[src/rtl/bse_pkg.sv]
// Shared types, codes and constant tables for the Bezier surface evaluator.
// No dependencies; imported by bse_in_if, bse_mul and the top level.
package bse_pkg;

  localparam int IDX_W    = 3;
  localparam int PARAM_W  = 17;
  localparam int MUL_W    = 32;
  localparam int PROD_W   = 2 * MUL_W;
  localparam int BW_DEPTH = 2 ** IDX_W;

  localparam logic [PARAM_W-1:0] PARAM_ONE = 17'd65536;
  localparam logic [MUL_W-1:0]   W_ONE     = 32'h4000_0000;

  typedef enum logic [2:0] {
    FN_WRITE = 3'd0,
    FN_READ  = 3'd1,
    FN_POS   = 3'd2,
    FN_DU    = 3'd3,
    FN_DV    = 3'd4
  } func_t;

  typedef enum logic [1:0] {
    ST_OK  = 2'd0,
    ST_ERR = 2'd1,
    ST_SAT = 2'd2
  } status_t;

  typedef enum logic [3:0] {
    S_IDLE,
    S_RD,
    S_BMUL,
    S_BACC,
    S_BSCL,
    S_BSTO,
    S_TRDA,
    S_TRDB,
    S_TDIF,
    S_MLO,
    S_ALO,
    S_MHI,
    S_AHI,
    S_SCL,
    S_RND,
    S_DONE
  } state_t;

  // Binomial coefficient C(n,k) for n up to 4
  function automatic logic [2:0] binom(input logic [IDX_W-1:0] n, input logic [IDX_W-1:0] k);
    logic [2:0] r;
    r = 3'd0;
    if (k == 3'd0 || k == n) begin
      r = 3'd1;
    end else begin
      case (n)
        3'd2: r = 3'd2;
        3'd3: r = 3'd3;
        3'd4: r = (k == 3'd2) ? 3'd6 : 3'd4;
        default: r = 3'd0;
      endcase
    end
    if (k > n) begin
      r = 3'd0;
    end
    return r;
  endfunction

endpackage

[src/rtl/bse_mul.sv]
// Shared unsigned multiplier with a registered product.
// Depends on bse_pkg for the operand width.
module bse_mul
  import bse_pkg::*;
(
  input  logic              clk,
  input  logic [MUL_W-1:0]  op_a,
  input  logic [MUL_W-1:0]  op_b,
  output logic [PROD_W-1:0] prod_r
);
  // register the product for use in the next cycle
  always_ff @(posedge clk) begin
    prod_r <= PROD_W'(op_a) * PROD_W'(op_b);
  end
endmodule

[config.mk]
export PLATFORM = sky130hd
export DESIGN_NAME = bse_mul
export DESIGN_NICKNAME = d
export VERILOG_FILES = /design/src/rtl/bse_pkg.sv /design/src/rtl/bse_mul.sv
export SDC_FILE = /design/constraint.sdc
export NUM_CORES = 2
export LEC_CHECK = 0
export BUFFER_PORTS_ARGS = -buffer_cell sky130_fd_sc_hd__buf_2
export CAP_MARGIN = 30
export CORE_UTILIZATION = 25
export CTS_CLUSTER_DIAMETER = 120
export DETAILED_ROUTE_END_ITERATION = 7
export HOLD_SLACK_MARGIN = 0.02
export PLACE_DENSITY = 0.4
export SYNTH_ARGS = -nofsm -noshare
export SYNTH_HDL_FRONTEND = slang
export SYNTH_SLANG_ARGS = --single-unit
[constraint.sdc]
create_clock -name clk -period 20.4 [get_ports clk]
set_clock_uncertainty 0.2 [all_clocks]
set_input_delay 2.04 -clock clk [delete_from_list [all_inputs] [get_ports clk]]
set_output_delay 2.04 -clock clk [all_outputs]
set_load 0.01 [all_outputs]
==> impl_metrics.csv <==
group,metric,value,unit
floorplanning,initial_core_util,0.252,
detailed_routing,drtIter0Drc,953,
sta,relSlewSlack,0.392,
clock_network,cts_tree,"done",
clock_network,h-tree-depth,3,
detailed_routing,drt-pass1-iter-count,4,
synthesis,synth_top_area_share,0.517,
sta,fmax,98.4,MHz
clock_network,cts_buffer_depth,2,
clock_network,clk_pin_slew,0.07,ns
detailed_routing,routedWlPerCell,20.0,microns
placement,place.gp.congestion,0.811,
sta,finalMaxSlewViolations,0,
grt,grt_max_degree,33,
detailed_routing,viasPerCell,4.38,
grt,grt.overflow.total,0,
finish,regMostFlops,"prod_r",
floorplanning,fp.dieH,374,microns
floorplanning,die-width,374,microns
sta,fin_tns_setup,0,ns
detailed_routing,route.detailed.drc,0,
synthesis,synth_async_sr_flop_share,0,
clock_network,cts_resized,0,
synthesis,syn_area,34700,sq um
placement,portBuffers,128,
sta,finalCritPeriodShare,0.498,
run,maxCapViolCount,0,
synthesis,syn_area_per_cell,9.25,sq um
floorplanning,dieArea,140000,sq um
finish,postLayoutCellArea,37200,sq um
hold_path,hp-class,"in -> reg",
setup_path,cp.required,20.51,ns
synthesis,ys_seq_elements,64,
finish,layout-drive-gt1-share,0.0501,
grt,grt_pass1_vias,27200,
placement,place_inst,5474,
placement,dp_hpwl,88100,microns
finish,syn2layout_area_growth,7.39,%
synthesis,ys.flop_type,"dfxtp_1",
synthesis,synthCells,3748,
clock_network,clock-sinks,64,
status,status,"complete, no violations",
sta,setup_viol,0,
floorplanning,rows,136,
detailed_routing,vias,24100,
sta,worst_pin_slew,0.912,ns
placement,postPlaceCellArea,36900,sq um
synthesis,synth_edf_count,0,
synthesis,yosysTopAreaCell,"fa_1",
synthesis,synth_nets,4972,
finish,top_regs,"prod_r x64",
setup_path,end_kind,"flop",
clock_network,cts_root_buf,"clkbuf_16",
finish,layout.cells.non_filler,5493,
grt,antenna_found_initial,14,
synthesis,yosysWarnings,0,
setup_path,arrival,10.27,ns
sta,post-route-min-period,10.16,ns
setup_path,start_kind,"input pin",
sta,rsz0062_at_grt,"false",
synthesis,synthTopCellsByCount,"896 x fa_1, 865 x inv_1, 602 x and2_1",
finish,largest_register_ffs,64,
synthesis,synth_cell_types,57,
detailed_routing,routed_wl,110000,microns
grt,track_usage,0.162,
sta,finalHoldViolCount,0,
clock_network,cts_setup_buffers,0,
synthesis,seq_area_frac_synth,0.0369,
floorplanning,core_area,137000,sq um
finish,layout.nets,4915,
detailed_routing,postRouteAntennaNets,0,
floorplanning,ios,129,
clock_network,cts_buffers,9,
grt,grt_pass1_wl,170000,microns
clock_network,hold_buffers,0,
synthesis,synthTopCellsByArea,"fa_1 52%, and2_1 11%, ha_1 9.5%",
setup_path,crit_type,"in -> reg",
setup_path,critPathMaxFanout,32,
synthesis,yosysMostFrequentCell,"fa_1",
-- critical path, stage by stage --
cell and delay [ns]:
buf_2 0.66, and2_1 0.26, fa_1 0.42, fa_1 0.55
inv_1 0.06, fa_1 0.56, inv_1 0.06, fa_1 0.49
inv_1 0.05, fa_1 0.41, inv_1 0.09, fa_1 0.43
fa_1 0.49, inv_1 0.05, fa_1 0.48, inv_1 0.04
ha_1 0.43, nand4_1 0.30, or4_1 0.50, or3_1 0.36
a31oi_1 0.67, a31o_2 0.32, a211oi_1 0.12, o21ai_1 0.19
xor2_1 0.16
-- metal layers --
metal	wire length, microns	vias to the layer above	GRT usage
met5	20	-	0
met4	2670	4	0.0358
met3	2910	88	0.0143
met2	58700	402	0.301
met1	45300	12800	0.201
li1	-	10700	-
-- area by class of cell --
| cell class | count | area (sq um) |
|---|---|---|
| clock buffers | 9 | 225 |
| well taps | 1794 | 2240 |
| repair buffers | 152 | 821 |
| multi-input cells | 2599 | 29300 |
| inverters | 865 | 3250 |
| flip-flops and latches | 64 | 1280 |
| fillers | 14900 | 100000 |
| diodes | 3 | 7.51 |
| clock inverters | 7 | 96.3 |
-- cells by family (layout without fill, tap and decap cells) --
group                      after synthesis  count (layout)  synth area share
AOI/OAI and AO/OA                      202             202            0.0415
buffers and inverters                 1085            1033             0.118
muxes                                    1               1          0.000289
xor gates and xnor gates                60              60            0.0152
other                                    0               3                 0
adders and majority gates             1159            1159             0.612
and+or+nand+nor                       1177            1177             0.176
DFF                                     64              64            0.0369
-- cell usage in the layout (no fill, tap or decap), drive strengths merged, types with 4 or more instances in the layout --
| cell type | count |
|---|---|
| xnor2 | 35 |
| dfxtp | 64 |
| a21oi | 66 |
| nand4 | 23 |
| and2 | 602 |
| nand3 | 10 |
| inv | 865 |
| fa | 896 |
| xor2 | 25 |
| o21bai | 11 |
| clkbuf | 9 |
| a21o | 40 |
| nor3 | 7 |
| ha | 263 |
| and3 | 14 |
| o21ai | 26 |
| a221oi | 4 |
| nand2 | 480 |
| a221o | 4 |
| a31oi | 12 |
| nor2 | 20 |
| o31ai | 5 |
| buf | 152 |
| o21a | 9 |
-- final timing paths --
kind,slack [ns],endpoint,cells after the start,start
setup / recovery,10.24,prod_r[62],25,op_a[26]
hold / removal,2.07,prod_r[0],3,op_b[0]
-- metrics by stage --
| step | hold WS, ns | setup WS (ns) | util |
|---|---|---|---|
| 2_1_floorplan | 1.97 | 11.41 | - |
| 3_3_place_gp | 2.24 | 9.92 | 0.268 |
| 3_5_place_dp | 2.23 | 9.82 | 0.268 |
| 4_1_cts | 2.05 | 10.27 | 0.271 |
| 5_1_grt | 2.08 | 9.86 | 0.271 |
| 6_report | 2.07 | 10.24 | 0.271 |
Power is left out: the tool's default activity adds up to more than one toggle a clock period on the data nets, which glitch-free logic cannot reach.
