<file path="src/rtl/bse_ram.sv">
// Generic single-port-write, single-port-read RAM with registered read data.
// No dependencies.
module bse_ram #(
  parameter int WIDTH = 96,
  parameter int DEPTH = 25
) (
  input  logic                     clk,
  input  logic                     we,
  input  logic [$clog2(DEPTH)-1:0] waddr,
  input  logic [WIDTH-1:0]         wdata,
  input  logic [$clog2(DEPTH)-1:0] raddr,
  output logic [WIDTH-1:0]         rdata
);
  logic [WIDTH-1:0] mem [DEPTH];

  // write port and registered read port
  always_ff @(posedge clk) begin
    if (we) begin
      mem[waddr] <= wdata;
    end
    rdata <= mem[raddr];
  end
endmodule

</file>
<file path="config.mk">
export PLATFORM = sky130hd
export DESIGN_NAME = bse_ram
export DESIGN_NICKNAME = d
export VERILOG_FILES = /design/src/rtl/bse_ram.sv
export SDC_FILE = /design/constraint.sdc
export NUM_CORES = 2
export LEC_CHECK = 0
export BUFFER_PORTS_ARGS = -buffer_cell sky130_fd_sc_hd__clkbuf_2
export CORE_MARGIN = 2
export CORE_UTILIZATION = 41
export CTS_BUF_LIST = sky130_fd_sc_hd__clkbuf_4
export CTS_CLUSTER_SIZE = 28
export DETAILED_ROUTE_END_ITERATION = 12
export GPL_ROUTABILITY_DRIVEN = 0
export GPL_TIMING_DRIVEN = 0
export HOLD_SLACK_MARGIN = 0.06
export PLACE_DENSITY_LB_ADDON = 0.1
export SYNTH_ARGS = -nofsm -noshare
export SYNTH_HDL_FRONTEND = slang
export SYNTH_SLANG_ARGS = --single-unit
</file>
<file path="constraint.sdc">
create_clock -name clk -period 13.82 [get_ports clk]
set_input_delay 2.073 -clock clk [delete_from_list [all_inputs] [get_ports clk]]
set_output_delay 2.073 -clock clk [all_outputs]
set_load 0.01 [all_outputs]
</file>
==> impl_metrics.py <==
metrics = {
    "cts": {
        "cts_sinks": 2496,
        "cts.path.max_buffers": 4,
        "cts-root-buf": "clkbuf_4",
        "cts_hold_buf": 0,
        "clk_pin_slew_ns": 0.06,
        "numCtsBuffers": 668,
        "cts_setup_buffers": 0,
        "clk_latency_ns": 1.39,
        "cts_tree": "built",
        "h-tree-depth": 6,
        "postCtsResizedCells": 0,
    },
    "place": {
        "place_area_mm2": 0.100,
        "post-place-cells": 7568,
        "dp_hpwl_um": 172000,
        "io_buffers": 200,
    },
    "global_route": {
        "grt_max_degree": 26,
        "grt_pass1_wl_um": 374000,
        "antenna_found_initial": 34,
        "grt_use_total_pct": 23.3,
        "grt_pass1_vias": 50802,
        "overflow": 0,
    },
    "synthesis": {
        "synth-edff-count": 2400,
        "synth_compound_area_share_pct": 3.81,
        "synth.mux.area_fraction_pct": 13.6,
        "syn_nets": 4356,
        "synthSimpleGateAreaFrac_pct": 1.43,
        "yosys-top-cells-area": "edfxtp_1 78%, mux4_2 9.7%, mux2i_1 3.8%, dfxtp_1 2.1%, a22oi_1 1.8%",
        "avgSynthCellArea_um2": 21.9,
        "synth_cells": 4248,
        "synth-main-ff-cell": "edfxtp_1",
        "synth-xor-area-share_pct": 0,
        "synth-adder-area-share_pct": 0,
        "async_reset_ff_share_pct": 0,
        "yosysSeqAreaShare_pct": 79.7,
        "synth_cell_type_count": 43,
        "synth_seq_cells": 2496,
        "synth_top_family_by_area": "multiplexers",
        "synth_top_area_share_pct": 77.6,
        "yosys_warnings": 0,
        "syn-cell-area_mm2": 0.0929,
        "synth_largest_area_cell": "edfxtp_1",
    },
    "die": {
        "start_util_pct": 41.3,
        "chipHeight_um": 480,
        "io_pins": 204,
        "rows": 174,
        "die-area_mm2": 0.230,
        "core_mm2": 0.225,
        "die_w_um": 480,
    },
    "worst_setup_path": {
        "endpoint_kind": "flop",
        "crit_slowest_cell": "clkbuf_1",
        "worst-setup-path-type": "in2reg",
        "critPathLaunchType": "input pin",
        "cp-startpoint": "raddr[4]",
        "cp.depth": 7,
        "crit_arrival_ns": 5.62,
        "cp_cell_sequence": "clkbuf_2 > inv_1 > clkbuf_1 > nand2_1 > clkbuf_1 > o22ai_1 > o211ai_1",
        "rr_startpoint": "mem[0][95]",
        "reg2reg_slack_ns": 11.82,
        "crit_end": "rdata[51]",
        "ff2ff_path_depth": 4,
        "crit_top_cell": "clkbuf_1",
        "cp_top_family": "buffers and inverters",
        "critPathMaxFanout": 10,
        "path_buf_inv": 4,
        "crit_path_max_incr_delay_ns": 0.80,
        "cp_data_required_time_ns": 14.99,
        "worst_r2r_endpoint": "rdata[95]",
    },
    "run_status": {
        "outcome": "finished, violations left",
        "violations": "max-capacitance violations",
    },
    "final_layout": {
        "nNetsFinal": 5355,
        "final_util_pct": 48.5,
        "fin_area_mm2": 0.109,
        "layout-drive-gt1-share_pct": 34.7,
        "syn_to_final_growth_pct": 17.5,
        "finalNonFillerCells": 8744,
        "n_fill_cell": 18823,
    },
    "power": {
        "peakVddDrop_mv": 0.0985,
        "power.density_mw_per_mm2": 145,
        "cellLeakagePower_nw": 36.1,
    },
    "sta": {
        "grt_setup_unrepaired": "false",
        "skew_ns": 0.0780,
        "min_period_ns": 4.45,
        "setup_tns_ns": 0,
        "finalCritPeriodShare_pct": 32.2,
        "hold_violations": 0,
        "clock.fmax_mhz": 225,
        "slew_headroom_pct": 1.32,
        "drv_slew": 0,
        "setup_viol_count_final": 0,
        "worst_pin_slew_ns": 1.47,
    },
    "routing": {
        "wire_per_inst_um": 30.9,
        "drt-initial-drc-count": 5327,
        "wirelength_um": 270000,
        "drcViolationCount": 0,
        "final_antenna_net_count": 0,
        "vias": 48744,
        "vias_per_cell": 5.57,
        "dr.pass1.iters": 6,
    },
    "worst_hold_path": {
        "worstHoldPathType": "reg2reg",
        "min_path_cells": 2,
    },
    "flow_run": {
        "maxCapViolCount": 1,
    },
}
==> per-stage QoR <==
step	total power, W	setup WS, ns	hold WS [ns]
2_1_floorplan	0.00901	6.55	0.522
3_3_place_gp	0.00942	-0.616	0.542
3_5_place_dp	0.00943	7.79	0.542
4_1_cts	0.0160	9.34	0.569
5_1_grt	0.0165	9.49	0.592
6_report	0.0159	9.37	0.565
==> per-layer routing <==
metal / track usage (%) / up-vias / wire length (um)
li1: - / 20427 / -
met1: 31.4 / 25858 / 113000
met2: 37.2 / 1984 / 131000
met3: 5.12 / 459 / 18500
met4: 8.74 / 16 / 7970
met5: 0 / - / 105
==> cells by family (layout without fill, tap and decap cells) <==
kind of cell / Yosys count / after routing
DFF: 2496 / 2496
muxes: 758 / 758
AOI/OAI and AO/OA: 514 / 514
and+or+nand+nor: 240 / 240
buffers and inverters: 240 / 1720
other: 0 / 24
==> placed cells by master (no fill, tap or decap), types with 20 or more instances in the layout <==
cell type | netlist | layout
o21ai_0 | 61 | 61
nand2_1 | 23 | 23
o22ai_1 | 89 | 89
a211oi_1 | 31 | 31
nor2_4 | 0 | 25
nand3_1 | 62 | 62
edfxtp_1 | 2400 | 2400
nor2b_1 | 38 | 38
clkbuf_2 | 1 | 201
mux4_2 | 400 | 400
o21ai_1 | 24 | 24
o211ai_1 | 61 | 61
diode_2 | 0 | 24
clkbuf_4 | 0 | 1048
clkbuf_1 | 102 | 102
nor2_1 | 63 | 38
buf_2 | 66 | 67
dfxtp_1 | 96 | 96
buf_12 | 8 | 127
mux2i_1 | 357 | 357
buf_4 | 37 | 37
clkinv_1 | 0 | 70
buf_6 | 19 | 20
a22oi_1 | 225 | 225
==> how the worst min path moves through the flow <==
stage	startpoint	to	slack, ns
5_1_grt	mem[24][88]	rdata[88]	0.59
3_5_place_dp	mem[24][86]	rdata[86]	0.54
4_1_cts	mem[24][1]	rdata[1]	0.57
2_1_floorplan	mem[24][0]	rdata[0]	0.52
3_3_place_gp	mem[24][1]	rdata[1]	0.54
6_report	mem[24][88]	rdata[88]	0.57
==> worst reg2reg max path, cell delays in order, from the launching register on <==
cell and delay (ns):
edfxtp_1 0.33, mux4_2 0.22, nor2b_1 0.12, a211oi_1 0.08
nor4_1 1.02
==> Yosys cell counts, types with 3 or more instances <==
library cell / n
edfxtp_1: 2400
mux4_2: 400
mux2i_1: 357
a22oi_1: 225
clkbuf_1: 102
dfxtp_1: 96
o22ai_1: 89
buf_2: 66
nor2_1: 63
nand3_1: 62
o211ai_1: 61
o21ai_0: 61
nor2b_1: 38
buf_4: 37
a211oi_1: 31
o21ai_1: 24
nand2_1: 23
buf_6: 19
nor4_1: 19
nor4_2: 12
buf_12: 8
a32oi_1: 7
buf_1: 6
nand3b_1: 6
a21oi_1: 4
a221oi_1: 4
a31oi_1: 4
o221ai_1: 4
and2_1: 3
==> registers in the layout, indices dropped and copies added (netlist names) <==
name,flops
rdata,96
mem,2400
==> area by class of cell <==
| type | count | area (um^2) | share of cell area, % |
|---|---|---|---|
| Sequential cell | 2496 | 74000 | 67.8 |
| Multi-Input combinational cell | 1512 | 17700 | 16.2 |
| Clock buffer | 1048 | 7870 | 7.21 |
| Tap cell | 2992 | 3740 | 3.43 |
| Timing Repair Buffer | 329 | 3640 | 3.34 |
| Buffer | 239 | 1390 | 1.28 |
| Clock inverter | 103 | 716 | 0.656 |
| Antenna cell | 24 | 60.1 | 0.0551 |
| Inverter | 1 | 3.75 | 0.00344 |
==> where the power goes <==
part,internal [W],switching (W)
Clock,0.00362,0.00299
Combinational,0.000278,0.000533
Sequential,0.00841,0.0000353
Total,0.0123,0.00356
Power figures use the tool's default switching activity.
